`src/design/crast_pkg.sv`:
```
// shared types, widths and helpers for the circle rasterizer
package crast_pkg;

    localparam int RADIUS_BITS = 8;
    localparam int COORD_BITS  = 10;
    localparam int COLOR_W     = 24;
    localparam int MODE_W      = 2;
    localparam int X_W         = RADIUS_BITS + 1;
    localparam int Y_W         = RADIUS_BITS + 2;
    localparam int D_W         = RADIUS_BITS + 4;
    localparam int ERR_W       = D_W + 2;
    localparam int OUT_W       = COORD_BITS + 2;
    localparam int R_PAD       = RADIUS_BITS + (RADIUS_BITS % 2);

    typedef enum logic
    {
        CMD_START = 1'b0,
        CMD_STEP  = 1'b1
    } cmd_t;

    typedef enum logic [MODE_W-1:0]
    {
        MODE_OUTLINE = 2'd0,
        MODE_FILLED  = 2'd1,
        MODE_STRIPED = 2'd2
    } mode_t;

    typedef struct packed
    {
        cmd_t                   command;
        logic [COORD_BITS-1:0]  center_x;
        logic [COORD_BITS-1:0]  center_y;
        logic [RADIUS_BITS-1:0] radius;
        logic [MODE_W-1:0]      mode;
        logic [COLOR_W-1:0]     color_a;
        logic [COLOR_W-1:0]     color_b;
    } cmd_item_t;

    typedef struct packed
    {
        logic signed [OUT_W-1:0] right_x;
        logic signed [OUT_W-1:0] left_x;
        logic signed [OUT_W-1:0] lower_y;
        logic signed [OUT_W-1:0] upper_y;
        logic [COLOR_W-1:0]      pixel_color;
        logic                    last;
    } pix_item_t;

    typedef struct packed
    {
        logic [COORD_BITS-1:0]  center_x;
        logic [COORD_BITS-1:0]  center_y;
        logic [RADIUS_BITS-1:0] radius;
        logic [X_W-1:0]         step_x;
        logic signed [Y_W-1:0]  step_y;
        logic signed [D_W-1:0]  delta;
        logic [MODE_W-1:0]      mode;
        logic [COLOR_W-1:0]     color_a;
        logic [COLOR_W-1:0]     color_b;
        logic                   busy;
    } gen_state_t;

    // radius mod 3 by summing base-4 digits, since 4 is 1 mod 3
    function automatic logic [1:0] mod3(input logic [RADIUS_BITS-1:0] r);
        logic [R_PAD-1:0] rp;
        logic [2:0]       acc;
        rp  = R_PAD'(r);
        acc = 3'd0;
        for (int i = 0; i < R_PAD / 2; i++)
        begin
            acc = acc + {1'b0, rp[2*i +: 2]};
            if (acc >= 3'd3)
            begin
                acc = acc - 3'd3;
            end
        end
        return acc[1:0];
    endfunction

endpackage

```
`src/design/crast_step.sv`:
```
// one midpoint circle iteration: point group out, next generator state
module crast_step
(
    input  crast_pkg::gen_state_t cur,
    output crast_pkg::gen_state_t nxt,
    output crast_pkg::pix_item_t  res
);

    logic [crast_pkg::X_W-1:0]         x1;
    logic signed [crast_pkg::Y_W-1:0]  y1;
    logic signed [crast_pkg::Y_W-1:0]  y_dec;
    logic signed [crast_pkg::D_W-1:0]  d1;
    logic signed [crast_pkg::D_W-1:0]  x1_ext;
    logic signed [crast_pkg::D_W-1:0]  y_ext;
    logic signed [crast_pkg::D_W-1:0]  y_dec_ext;
    logic signed [crast_pkg::ERR_W-1:0] err;
    logic                              more;
    logic [crast_pkg::RADIUS_BITS-1:0] r_dec;
    logic                              filled;
    logic                              grp_last;
    // step selection
    logic                              take_x;
    logic                              take_y;

    assign x1        = cur.step_x + crast_pkg::X_W'(1);
    assign y_dec     = cur.step_y - crast_pkg::Y_W'(1);
    assign x1_ext    = $signed(crast_pkg::D_W'(x1));
    assign y_ext     = crast_pkg::D_W'(cur.step_y);
    assign y_dec_ext = crast_pkg::D_W'(y_dec);
    assign err       = ((crast_pkg::ERR_W'(cur.delta) + crast_pkg::ERR_W'(cur.step_y)) <<< 1)
                     - crast_pkg::ERR_W'(1);
    assign filled    = (cur.mode == crast_pkg::MODE_FILLED)
                    || (cur.mode == crast_pkg::MODE_STRIPED);
    assign r_dec     = cur.radius - crast_pkg::RADIUS_BITS'(1);

    assign take_x = (cur.delta < 0) && (err <= 0);
    assign take_y = (cur.delta > 0) && (err > 0);

    always_comb
    begin
        nxt = cur;
        if (take_x)
        begin
            nxt.step_x = x1;
            d1         = cur.delta + (x1_ext <<< 1) + crast_pkg::D_W'(1);
            y1         = cur.step_y;
        end
        else if (take_y)
        begin
            nxt.step_x = cur.step_x;
            d1         = cur.delta - ((y_dec_ext <<< 1) + crast_pkg::D_W'(1));
            y1         = y_dec;
        end
        else
        begin
            nxt.step_x = x1;
            d1         = cur.delta + ((x1_ext - y_ext) <<< 1);
            y1         = y_dec;
        end
        nxt.step_y = y1;
        nxt.delta  = d1;
        more       = filled && (cur.radius != '0);
        grp_last   = 1'b0;
        // circle done once y drops below zero
        if (y1 < 0)
        begin
            if (more)
            begin
                nxt.radius = r_dec;
                nxt.step_x = '0;
                nxt.step_y = $signed(crast_pkg::Y_W'(r_dec));
                nxt.delta  = crast_pkg::D_W'(1) - (crast_pkg::D_W'(r_dec) << 1);
            end
            else
            begin
                nxt.busy = 1'b0;
                grp_last = 1'b1;
            end
        end
    end

    always_comb
    begin
        res.right_x = $signed(crast_pkg::OUT_W'(cur.center_x)) + crast_pkg::OUT_W'(cur.step_x);
        res.left_x  = $signed(crast_pkg::OUT_W'(cur.center_x)) - crast_pkg::OUT_W'(cur.step_x);
        res.lower_y = $signed(crast_pkg::OUT_W'(cur.center_y)) + crast_pkg::OUT_W'(cur.step_y);
        res.upper_y = $signed(crast_pkg::OUT_W'(cur.center_y)) - crast_pkg::OUT_W'(cur.step_y);
        res.last    = grp_last;
        if (cur.mode == crast_pkg::MODE_STRIPED && crast_pkg::mod3(cur.radius) == 2'd1)
        begin
            res.pixel_color = cur.color_b;
        end
        else
        begin
            res.pixel_color = cur.color_a;
        end
    end

endmodule

```
`src/design/circle_rasterizer.sv`:
```
// midpoint circle rasterizer top level: command channel in, point groups out
//
// cmd channel (cmd_valid / cmd_stall / cmd_data) carries commands. A start
// command latches centre, radius, mode and both colours and arms the
// generator; it produces no output. A step command, while armed, runs one
// midpoint iteration and produces one group of four symmetric points on the
// pix channel (pix_valid / pix_stall / pix_data). A step while idle is
// consumed with no output. In filled and striped modes the radii r..0 are
// walked in turn; last marks the final group of the whole shape.
// A group is registered and appears on pix in the cycle after its step transfer.
// Throughput: one command per cycle while cmd_stall is low; the iteration is a
// combinational update of the x, y and error registers feeding one output register.
// cmd_stall is raised only while the output register holds a group that
// the receiver is stalling, so commands wait and nothing is dropped.
// Reset clears all generator state to idle and empties the output register.
module circle_rasterizer
(
    input  logic                  clk,
    input  logic                  rst_n,
    input  logic                  cmd_valid,
    output logic                  cmd_stall,
    input  crast_pkg::cmd_item_t  cmd_data,
    output logic                  pix_valid,
    input  logic                  pix_stall,
    output crast_pkg::pix_item_t  pix_data
);

    crast_pkg::gen_state_t state_reg;
    crast_pkg::gen_state_t state_next;
    crast_pkg::gen_state_t step_state;
    crast_pkg::pix_item_t  step_res;
    crast_pkg::pix_item_t  pix_reg;
    logic                  pix_valid_reg;
    logic                  cmd_xfer;
    logic                  pix_xfer;
    logic                  step_fire;

    crast_step u_step
    (
        .cur (state_reg),
        .nxt (step_state),
        .res (step_res)
    );

    assign cmd_stall = pix_valid_reg && pix_stall;
    assign cmd_xfer  = cmd_valid && !cmd_stall;
    assign pix_xfer  = pix_valid_reg && !pix_stall;
    assign step_fire = cmd_xfer && (cmd_data.command == crast_pkg::CMD_STEP)
                    && state_reg.busy;

    always_comb
    begin
        state_next = state_reg;
        if (cmd_xfer)
        begin
            if (cmd_data.command == crast_pkg::CMD_START)
            begin
                state_next.center_x = cmd_data.center_x;
                state_next.center_y = cmd_data.center_y;
                state_next.radius   = cmd_data.radius;
                state_next.mode     = cmd_data.mode;
                state_next.color_a  = cmd_data.color_a;
                state_next.color_b  = cmd_data.color_b;
                state_next.step_x   = '0;
                state_next.step_y   = $signed(crast_pkg::Y_W'(cmd_data.radius));
                state_next.delta    = crast_pkg::D_W'(1)
                                    - (crast_pkg::D_W'(cmd_data.radius) << 1);
                state_next.busy     = 1'b1;
            end
            else if (state_reg.busy)
            begin
                state_next = step_state;
            end
        end
    end

    always_ff @(posedge clk or negedge rst_n)
    begin
        if (!rst_n)
        begin
            state_reg     <= '0;
            pix_valid_reg <= 1'b0;
        end
        else
        begin
            state_reg <= state_next;
            if (step_fire)
            begin
                pix_valid_reg <= 1'b1;
            end
            else if (pix_xfer)
            begin
                pix_valid_reg <= 1'b0;
            end
        end
    end

    always_ff @(posedge clk)
    begin
        if (step_fire)
        begin
            pix_reg <= step_res;
        end
    end

    assign pix_valid = pix_valid_reg;
    assign pix_data  = pix_reg;

    a_start_arms: assert property (@(posedge clk) disable iff (!rst_n)
        cmd_xfer && (cmd_data.command == crast_pkg::CMD_START) |=> state_reg.busy)
        else $error("start transfer did not arm the generator");

    a_last_idles: assert property (@(posedge clk) disable iff (!rst_n)
        step_fire && step_res.last |=> !state_reg.busy && pix_valid && pix_data.last)
        else $error("final group did not return the generator to idle");

    a_y_nonneg: assert property (@(posedge clk) disable iff (!rst_n)
        state_reg.busy |-> !state_reg.step_y[crast_pkg::Y_W-1])
        else $error("step_y negative while busy");

    a_x_bound: assert property (@(posedge clk) disable iff (!rst_n)
        state_reg.busy |-> state_reg.step_x <= crast_pkg::X_W'(state_reg.radius) + 1'b1)
        else $error("step_x beyond radius");

    a_idle_step_silent: assert property (@(posedge clk) disable iff (!rst_n)
        cmd_xfer && (cmd_data.command == crast_pkg::CMD_STEP) && !state_reg.busy
        && !pix_valid_reg |=> !pix_valid)
        else $error("step while idle produced a group");

endmodule

```
`config.mk`:
```
export PLATFORM = sky130hd
export DESIGN_NAME = circle_rasterizer
export DESIGN_NICKNAME = d
export VERILOG_FILES = /design/src/design/crast_pkg.sv /design/src/design/crast_step.sv /design/src/design/circle_rasterizer.sv
export SDC_FILE = /design/constraint.sdc
export NUM_CORES = 1
export LEC_CHECK = 0
export BUFFER_PORTS_ARGS = -buffer_cell sky130_fd_sc_hd__buf_2
export CORE_MARGIN = 4
export CORE_UTILIZATION = 40
export CTS_CLUSTER_SIZE = 16
export DETAILED_ROUTE_END_ITERATION = 8
export GPL_TIMING_DRIVEN = 0
export HOLD_SLACK_MARGIN = 0.1
export PLACE_DENSITY = 0.71
export SLEW_MARGIN = 20
export SYNTH_ARGS = -nofsm -noshare
export SYNTH_HDL_FRONTEND = slang
export SYNTH_SLANG_ARGS = --single-unit
```
`constraint.sdc`:
```
create_clock -name clk -period 15.36 [get_ports clk]
set_input_delay 1.536 -clock clk [delete_from_list [all_inputs] [get_ports clk]]
set_output_delay 1.536 -clock clk [all_outputs]
set_load 0.03 [all_outputs]
```
Yosys cells after proc, flatten, opt, wreduce, memory -nomap -nowiden
Index checks and enable logic that the tools add are counted.
{"block": "totals", "inputBits": 83, "elab_cells": 93, "register_bits": 184}
{"block": "op_classes", "order_cmp": 9, "mux": 19, "n_bitwise": 1, "n_eq_ne": 6, "add_sub_neg": 24, "n_reduce_logical": 17}
{"operator": "110-bit two-way mux", "count": 1}
{"operator": "90-bit two-way mux", "count": 1}
{"operator": "39-bit two-way mux", "count": 2}
{"operator": "12-bit two-way mux", "count": 2}
{"operator": "24-bit two-way mux", "count": 1}
{"operator": "1-bit by 9-bit subtractor with 10-bit output, first input constant", "count": 2}
{"operator": "9-bit two-way mux", "count": 2}
{"operator": "14-bit by 1-bit greater-than comparator with 1-bit output, second input constant", "count": 1}
{"operator": "14-bit by 1-bit less-or-equal comparator with 1-bit output, second input constant", "count": 1}
{"operator": "14-bit by 2-bit subtractor with 14-bit output, second input constant", "count": 1}
{"operator": "12-bit by 10-bit adder with 13-bit output", "count": 1}
{"operator": "11-bit by 10-bit adder with 12-bit output", "count": 1}
{"operator": "11-bit by 2-bit adder with 12-bit output, second input constant", "count": 1}
{"operator": "12-bit by 11-bit adder with 12-bit output", "count": 1}
{"operator": "12-bit adder", "count": 1}
{"operator": "12-bit by 2-bit adder with 12-bit output, second input constant", "count": 1}
{"operator": "12-bit by 1-bit greater-than comparator with 1-bit output, second input constant", "count": 1}
{"operator": "12-bit by 1-bit less-than comparator with 1-bit output, second input constant", "count": 1}
{"operator": "11-bit by 10-bit subtractor with 12-bit output", "count": 1}
{"operator": "12-bit subtractor", "count": 1}
{"operator": "10-bit by 9-bit adder with 11-bit output", "count": 1}
{"operator": "10-bit by 10-bit subtractor with 11-bit output", "count": 1}
{"operator": "10-bit by 9-bit subtractor with 11-bit output", "count": 1}
{"operator": "10-bit by 1-bit less-than comparator with 1-bit output, second input constant", "count": 1}
{"operator": "other kinds (24)", "count": 48}

Longest topological paths before layout
Gate-level depths: netlist (run 1).
{"block": "depth", "ltp_word": 14, "depth_mapped": 25}

Hierarchy
From an unflattened synthesis (run 1), not the netlist that was laid out.
{"block": "unflattened", "cells_unflattened": 1622, "hier_area_um2": 14466.4}
{"module": "circle_rasterizer", "cells_each": 719, "instances": 1, "area_each_um2": 8054.0, "seq_area_each_um2": 4969.8}
{"module": "crast_step", "cells_each": 903, "instances": 1, "area_each_um2": 6412.4, "seq_area_each_um2": 0.0}

Least setup slack after synthesis (run 1)
Ideal clock, no wire load.
{"block": "synth_timing", "kind": "reg-to-reg", "start": "reg state_reg[82] (netlist bit)", "end": "reg pix_reg (netlist bit pix_data[10]), data pin", "path_slack_ps": 9385, "arrival_time_ps": 5715, "required_time_ps": 15100, "path_stages_with_launch": 26, "synth_period_minus_slack_ps": 5975, "path_cell_list": "dfrtp_1 > clkbuf_1 > inv_1 > ha_1 > fa_1 > ha_1 > ha_1 > or3_1 > a21oi_1 > ha_1 > inv_1 > fa_1 > inv_1 > ha_1 > ha_1 > nor2b_1 > nor2b_1 > a21oi_1 > ha_1 > fa_1 > ha_1 > nor2_1 > nor3_1 > o21ai_1 > clkbuf_1 > mux2_2"}
{"element": "start, declared", "line": "circle_rasterizer.sv:28", "source": "crast_pkg::gen_state_t state_reg;"}
{"element": "start signal, assigned", "line": "circle_rasterizer.sv:86", "source": "state_reg <= state_next;"}
{"element": "end signal, assigned", "line": "circle_rasterizer.sv:102", "source": "pix_reg <= step_res;"}
{"element": "end, declared", "line": "circle_rasterizer.sv:32", "source": "crast_pkg::pix_item_t pix_reg;"}

==> metrics.yaml, run 1 <==
outcome: "finished, final reports clean"
setup_viol: 0
cts_tree: "built"
synth_edf_count: 69
start_util_pct: 40.6
overflow: 0
num_io_pins: 158
synth_area_leaders: "dfrtp_1 23%, edfxtp_1 17%, ha_1 11%"
gp_congestion: 0.940
fin_crit_ns: 6.73
path_common_cell: "ha_1"
drive_gt1_share_pct: 23.5
cp.arrival_ns: 6.92
async_flop_share_pct: 61.7
die-area_um2: 33000
track_usage_pct: 18.3
yosys.area.top_type: "dfrtp_1"
drc: 0
cts_hold_buf: 0
setup_ws_ns: 8.63
startpoint_type: "flip-flop"
drv_slew: 0
antenna_found_initial: 2
ant_nets: 0
diodes: 0
slew_headroom_pct: 35.2
areaGrowthSynthToFinish_pct: 16.2
post_synth_inst_count: 1168
crit_type: "flip-flop to flip-flop"
io_buffers: 155
grt_max_degree: 61
cts-resized-gates: 0
num_rows: 63
wl_um: 30900
slowest_delay_ns: 0.53
core_area_um2: 29600
crit_slowest_cell: "clkbuf_1"
final_nets: 1546
die_w_um: 182
timing.fmax_mhz: 149
max_slew.worst_pin.slew_ns: 0.967
ys_ff_latch: 180
skew_ns: 0.0171
seq_area_frac_synth_pct: 40.3
hold_viol: 0
regArea_um2: 4850
crit_required_ns: 15.55
crit_fanout: 10
post-place-ws_ns: 8.54
drt_iter0_markers: 547
syn_area_um2: 12000
dp_hpwl_um: 23700
cp-end-kind: "flip-flop"
grt_pass1_wl_um: 48700
yosys_warnings: 0
cts_buffers: 17
drv_cap: 0
period_share_pct: 43.8
postCtsSetupBuffers: 0
htreeDepth: 4
first_pass_iters: 5
fillers: 2781
rsz0062_at_grt: "no"
vias: 9358
hp-class: "flip-flop to flip-flop"
synth_top_cell_area_share_pct: 23.1
grt_pass1_vias: 9386
cts_root_buf: "clkbuf_16"
setup-tns-final_ns: 0
chipHeight_um: 182
synth_ff_type: "dfrtp_1"
synth.distinct_cells: 86
avgRoutedWirePerCell_um: 17.7
cts.clk_slew.worst_paths_ns: 0.08
post_synth.cell_area_avg_um2: 10.3
numClockSinks: 180
syn-num-nets: 1370
vias_per_cell: 5.36
largest_register_ffs: 110
ctsLongestPathBuffers: 2
multi_input_area_um2: 6700
clk_latency_ns: 0.45
per-layer routing:
metal	track usage, %	up-vias	share of wire, %
li1	-	4562	-
met1	23.6	4461	42
met2	31.2	279	49
met3	3.93	52	6.5
met4	5.04	4	2.0
met5	0	-	0.045
worst paths after layout:
path                               start              to  slack (ns)  depth (start not counted)
max                        state_reg[82]    pix_data[10]        8.63                         25
min                        state_reg[34]   state_reg[34]        0.51                          1
max reg2reg                state_reg[82]    pix_data[10]        8.63                         25
min reg2reg                state_reg[34]   state_reg[34]        0.51                          1
max in group asynchronous          rst_n   state_reg[87]       13.59                          2
min in group asynchronous          rst_n  state_reg[103]        1.05                          1
worst max-delay path, delay by kind of cell (launching register included):
family          cells  cell delay, ns
compound gates      3            0.65
fa+ha+maj          11            3.06
buf+inv             5            1.12
flops               1            0.39
mux                 1            0.40
simple gates        5            0.85
kinds of logic after synthesis:
kind of cell               after synthesis  synth area share (%)
AOI/OAI and AO/OA                      282                  15.4
and+or+nand+nor                        265                  10.8
DFF                                    180                  40.3
buffers and inverters                  124                  4.10
adders and majority gates              119                  13.1
muxes                                  102                  9.45
xor gates and xnor gates                95                  6.91
other                                    1                0.0311
layout by cell type (no fill, tap or decap), types with 6 or more instances in the layout:
master	Yosys	layout
buf_2	2	156
mux2i_1	8	8
inv_1	93	92
o21bai_1	16	16
clkinv_8	0	6
a21oi_1	65	65
clkbuf_1	21	21
edfxtp_1	69	69
nor2_1	90	90
mux2_2	94	94
nand2b_1	8	8
o22ai_1	7	7
a211oi_1	11	11
nand3_1	17	17
fa_1	12	12
clkbuf_16	0	17
nor3_1	30	30
a21o_1	24	24
xnor2_1	65	65
xor2_1	30	30
and3_1	13	13
ha_1	107	107
nand2_1	59	59
o21a_1	8	8
dfrtp_1	111	111
nor2b_1	9	9
or3_1	6	6
nand4_1	6	6
o21ai_0	72	72
Yosys cell counts, types with 4 or more instances:
| master | number |
|---|---|
| a22o_1 | 5 |
| a21oi_1 | 65 |
| nor3_1 | 30 |
| nand2_1 | 59 |
| fa_1 | 12 |
| a31oi_1 | 5 |
| o21ai_0 | 72 |
| or3_1 | 6 |
| nor2_1 | 90 |
| nor2b_1 | 9 |
| nand2b_1 | 8 |
| xnor2_1 | 65 |
| clkbuf_1 | 21 |
| a31o_2 | 5 |
| ha_1 | 107 |
| buf_4 | 5 |
| mux2_2 | 94 |
| mux2i_1 | 8 |
| o211ai_1 | 5 |
| o22ai_1 | 7 |
| o21bai_1 | 16 |
| nand4_1 | 6 |
| a211oi_1 | 11 |
| nand3_1 | 17 |
| a21boi_0 | 5 |
| and3_1 | 13 |
| o21a_1 | 8 |
| inv_1 | 93 |
| edfxtp_1 | 69 |
| nor4_1 | 5 |
| dfrtp_1 | 111 |
| or4_1 | 4 |
| a21o_1 | 24 |
| xor2_1 | 30 |
| a2111oi_0 | 4 |
through the flow:
stage / instance area [um2] / std cells / utilization [%] / hold WS [ns]
2_1_floorplan: 12000 / 1168 / - / 0.475
3_3_place_gp: 13300 / 1713 / 44.9 / 0.483
3_5_place_dp: 13400 / 1715 / 45.1 / 0.491
4_1_cts: 14000 / 1747 / 47.2 / 0.508
5_1_grt: 14000 / 1747 / 47.2 / 0.522
6_report: 14000 / 1747 / 47.2 / 0.506
final cells by class:
| class | count | area share, % |
|---|---|---|
| Clock buffer | 17 | 3.04 |
| Tap cell | 390 | 3.49 |
| Sequential cell | 180 | 34.7 |
| Clock inverter | 15 | 1.39 |
| Timing Repair Buffer | 157 | 5.98 |
| Multi-Input combinational cell | 864 | 47.9 |
| Buffer | 31 | 1.04 |
| Inverter | 93 | 2.51 |
Power of run 1 is left out: the tool's default activity adds up to more than one toggle a clock period on the data nets, which glitch-free logic cannot reach.
==> inputs of run 2 (changes only) <==
- ABC_AREA: not set -> 1
- clock period: 15.36 -> 6.2 ns (I/O delays scaled with it)
==> run 2 against run 1 <==
First-iteration DRC count is 39% higher. Highest routed layer unchanged. Critical path type unchanged. Critical path depth is 3 higher. Global-route usage is 0.86 points higher. Via count is 18% higher. Core utilization hardly changed. Cell count is 24% higher. Critical endpoint is now pix_data[16]. Non-clock buffer count is 20 higher. Count of clock-buffer cells in the layout is 1 higher.
==> metrics.yaml, run 2 <==
cts.clk_slew.worst_paths_ns: 0.08  # about the same
synth_ff_type: "dfrtp_1"
crit_slowest_cell: "fa_1"
async_flop_share_pct: 61.7  # unchanged
period_share_pct: 94.9  # +51 points
ir_worst_vdd_uv: 386
final_cell_mix: "478 x nand2_1, 172 x inv_1, 159 x buf_2"
chipHeight_um: 185  # +2.1%
htreeDepth: 4  # unchanged
cts_tree: "built"
seq_area_frac_synth_pct: 38.5  # -1.7 points
die_w_um: 185  # +2.1%
ant_nets: 0  # unchanged
post_synth.cell_area_avg_um2: 7.95  # -23%
place_inst: 2138  # +25%
largest_register_ffs: 110  # unchanged
fin_crit_ns: 5.88  # -0.845 ns
clk_latency_ns: 0.45  # about the same
layout.cells.non_filler: 2171  # +24%
drv_cap: 0  # unchanged
synth_top_cell_area_share_pct: 22.1  # -1.0 points
fillers: 2957  # +6.3%
ctsLongestPathBuffers: 2  # unchanged
first_pass_iters: 5  # unchanged
synthTopCellsByCount: "479 x nand2_1, 172 x inv_1, 111 x dfrtp_1"
startpoint_type: "flip-flop"
grt_max_degree: 75  # +23%
synth.distinct_cells: 48  # -44%
drv_slew: 0  # unchanged
dp_hpwl_um: 25800  # +9.0%
io_buffers: 155  # unchanged
gp_congestion: 0.943  # +0.32%
synth_edf_count: 69  # unchanged
p_leak_uw: 0.00748
cts_root_buf: "clkbuf_16"
grt_pass1_vias: 10657  # +14%
wl_um: 33200  # +7.3%
hp-class: "input port to flip-flop"
track_usage_pct: 19.2  # +0.86 points
skew_ns: 0.0132  # -0.00394 ns
yosys_warnings: 0  # unchanged
syn-num-nets: 1786  # +30%
max_slew.worst_pin.slew_ns: 0.796  # -0.171 ns
cp.arrival_ns: 6.09  # -0.83 ns
setup_ws_ns: 0.318  # -8.31 ns
hold_viol: 0  # unchanged
setup_viol: 0  # unchanged
power.density_nw_per_um2: 575
outcome: "finished, final reports clean"
postCtsSetupBuffers: 0  # unchanged
crit_fanout: 10  # unchanged
slew_headroom_pct: 46.9  # +12 points
timing.fmax_mhz: 170  # +14%
post_synth_inst_count: 1584  # +36%
syn_area_um2: 12600  # +4.5%
core_area_um2: 30800  # +4.0%
synth_area_leaders: "dfrtp_1 22%, edfxtp_1 16%, nand2_1 14%"
crit_type: "flip-flop to flip-flop"
path_common_cell: "ha_1"
num_rows: 64  # +1.6%
rsz0062_at_grt: "no"
diodes: 0  # unchanged
rrSetupSlack_ns: 0.32  # -8.31 ns
num_io_pins: 158  # unchanged
setup-tns-final_ns: 0  # unchanged
layout_commonest_cell: "nand2_1"
antenna_found_initial: 5  # +3
vias_per_cell: 5.09  # -5.1%
final_util_pct: 47.2  # about the same
cp-end-kind: "flip-flop"
start_util_pct: 40.8  # +0.20 points
grt_pass1_wl_um: 53000  # +8.9%
yosys.area.top_type: "dfrtp_1"
overflow: 0  # unchanged
synth_most_common_cell: "nand2_1"
drt_iter0_markers: 763  # +39%
crit_required_ns: 6.41  # -9.14 ns
cts_buffers: 17  # unchanged
avgRoutedWirePerCell_um: 15.3  # -14%
post-place-ws_ns: 0.257  # -8.28 ns
areaGrowthSynthToFinish_pct: 15.6
drc: 0  # unchanged
vias: 11041  # +18%
numClockSinks: 180  # unchanged
drive_gt1_share_pct: 13.9  # -9.6 points
slowest_delay_ns: 0.50  # -0.03 ns
die-area_um2: 34400  # +4.3%
final_nets: 1964  # +27%
ys_ff_latch: 180  # unchanged
==> run 2: cell count changes after synthesis, moves of 49 or more <==
cell,before,now
nand2_1,59,479
mux2_2,94,2
nand3_1,17,105
inv_1,93,172
xor2_1,30,82
xnor2_1,65,16
==> run 2: worst paths after layout <==
| path | start | to | depth (start not counted) |
|---|---|---|---|
| setup reg to reg | state_reg[83] | pix_data[16] | 28 |
| setup / recovery | state_reg[83] | pix_data[16] | 28 |
| hold / removal | cmd_data[26] | state_reg[27] | 3 |
| min in group asynchronous | rst_n | state_reg[75] | 2 |
| hold reg to reg | state_reg[3] | state_reg[3] | 2 |
| max in group asynchronous | rst_n | state_reg[82] | 3 |
==> run 2: repair_timing <==
item	CTS	global route
hold buffers	1	0
endpoints found under the hold margin	37	0
gates resized for setup	0	6
setup endpoints to repair	0	20
==> run 2: critical path, delay by kind of cell (launching register included) <==
kind | cells | cell delay (ns)
compound gates | 2 | 0.46
xor+xnor | 2 | 0.30
fa+ha+maj | 12 | 3.13
buf+inv | 5 | 0.49
flops | 1 | 0.37
mux | 1 | 0.33
simple gates | 6 | 0.55
==> run 2: cell type report <==
cell class	instances	area, um2	share of cell area [%]
Multi-Input combinational cell	1178	6850	47.0
Sequential cell	180	4850	33.3
Timing Repair Buffer	159	860	5.91
Inverter	177	667	4.58
Tap cell	396	495	3.40
Clock buffer	18	439	3.02
Buffer	49	241	1.66
Clock inverter	14	155	1.07
==> run 2: kinds of logic after synthesis <==
| family | count (synthesis) | synth area share, % |
|---|---|---|
| multiplexers | 3 | 0.258 |
| other | 1 | 0.0298 |
| XOR/XNOR | 98 | 6.82 |
| AO/OA/AOI/OAI | 186 | 8.44 |
| adder cells (fa/ha/maj) | 119 | 12.5 |
| flip-flops | 180 | 38.5 |
| AND/OR/NAND/NOR | 771 | 26.2 |
| buffers and inverters | 226 | 7.19 |
==> run 2: report_power, final <==
part,internal (uW),switching (uW),leakage (uW)
registers,1620,303,0.00201
clock network,551,537,0.000285
logic,1940,3430,0.00518
total,4100,4270,0.00748
==> run 2: stage by stage <==
step                      hold WS, ns  cell area (um2)  power [uW]
after floorplan                 0.324            12600        5930
after global placement          0.454            13900        7070
after detailed placement        0.460            13900        7180
after CTS                       0.355            14600        8310
after global routing            0.362            14600        9160
final                           0.367            14600        8380
==> run 2: per-layer routing <==
layer	vias to the layer above	GRT usage, %	wire length (um)
li1	5513	-	-
met1	5114	26.4	15000
met2	348	30.4	15000
met3	56	4.26	2350
met4	10	5.67	735
met5	-	0	50
No activity file was read; power rests on OpenSTA's default activity.
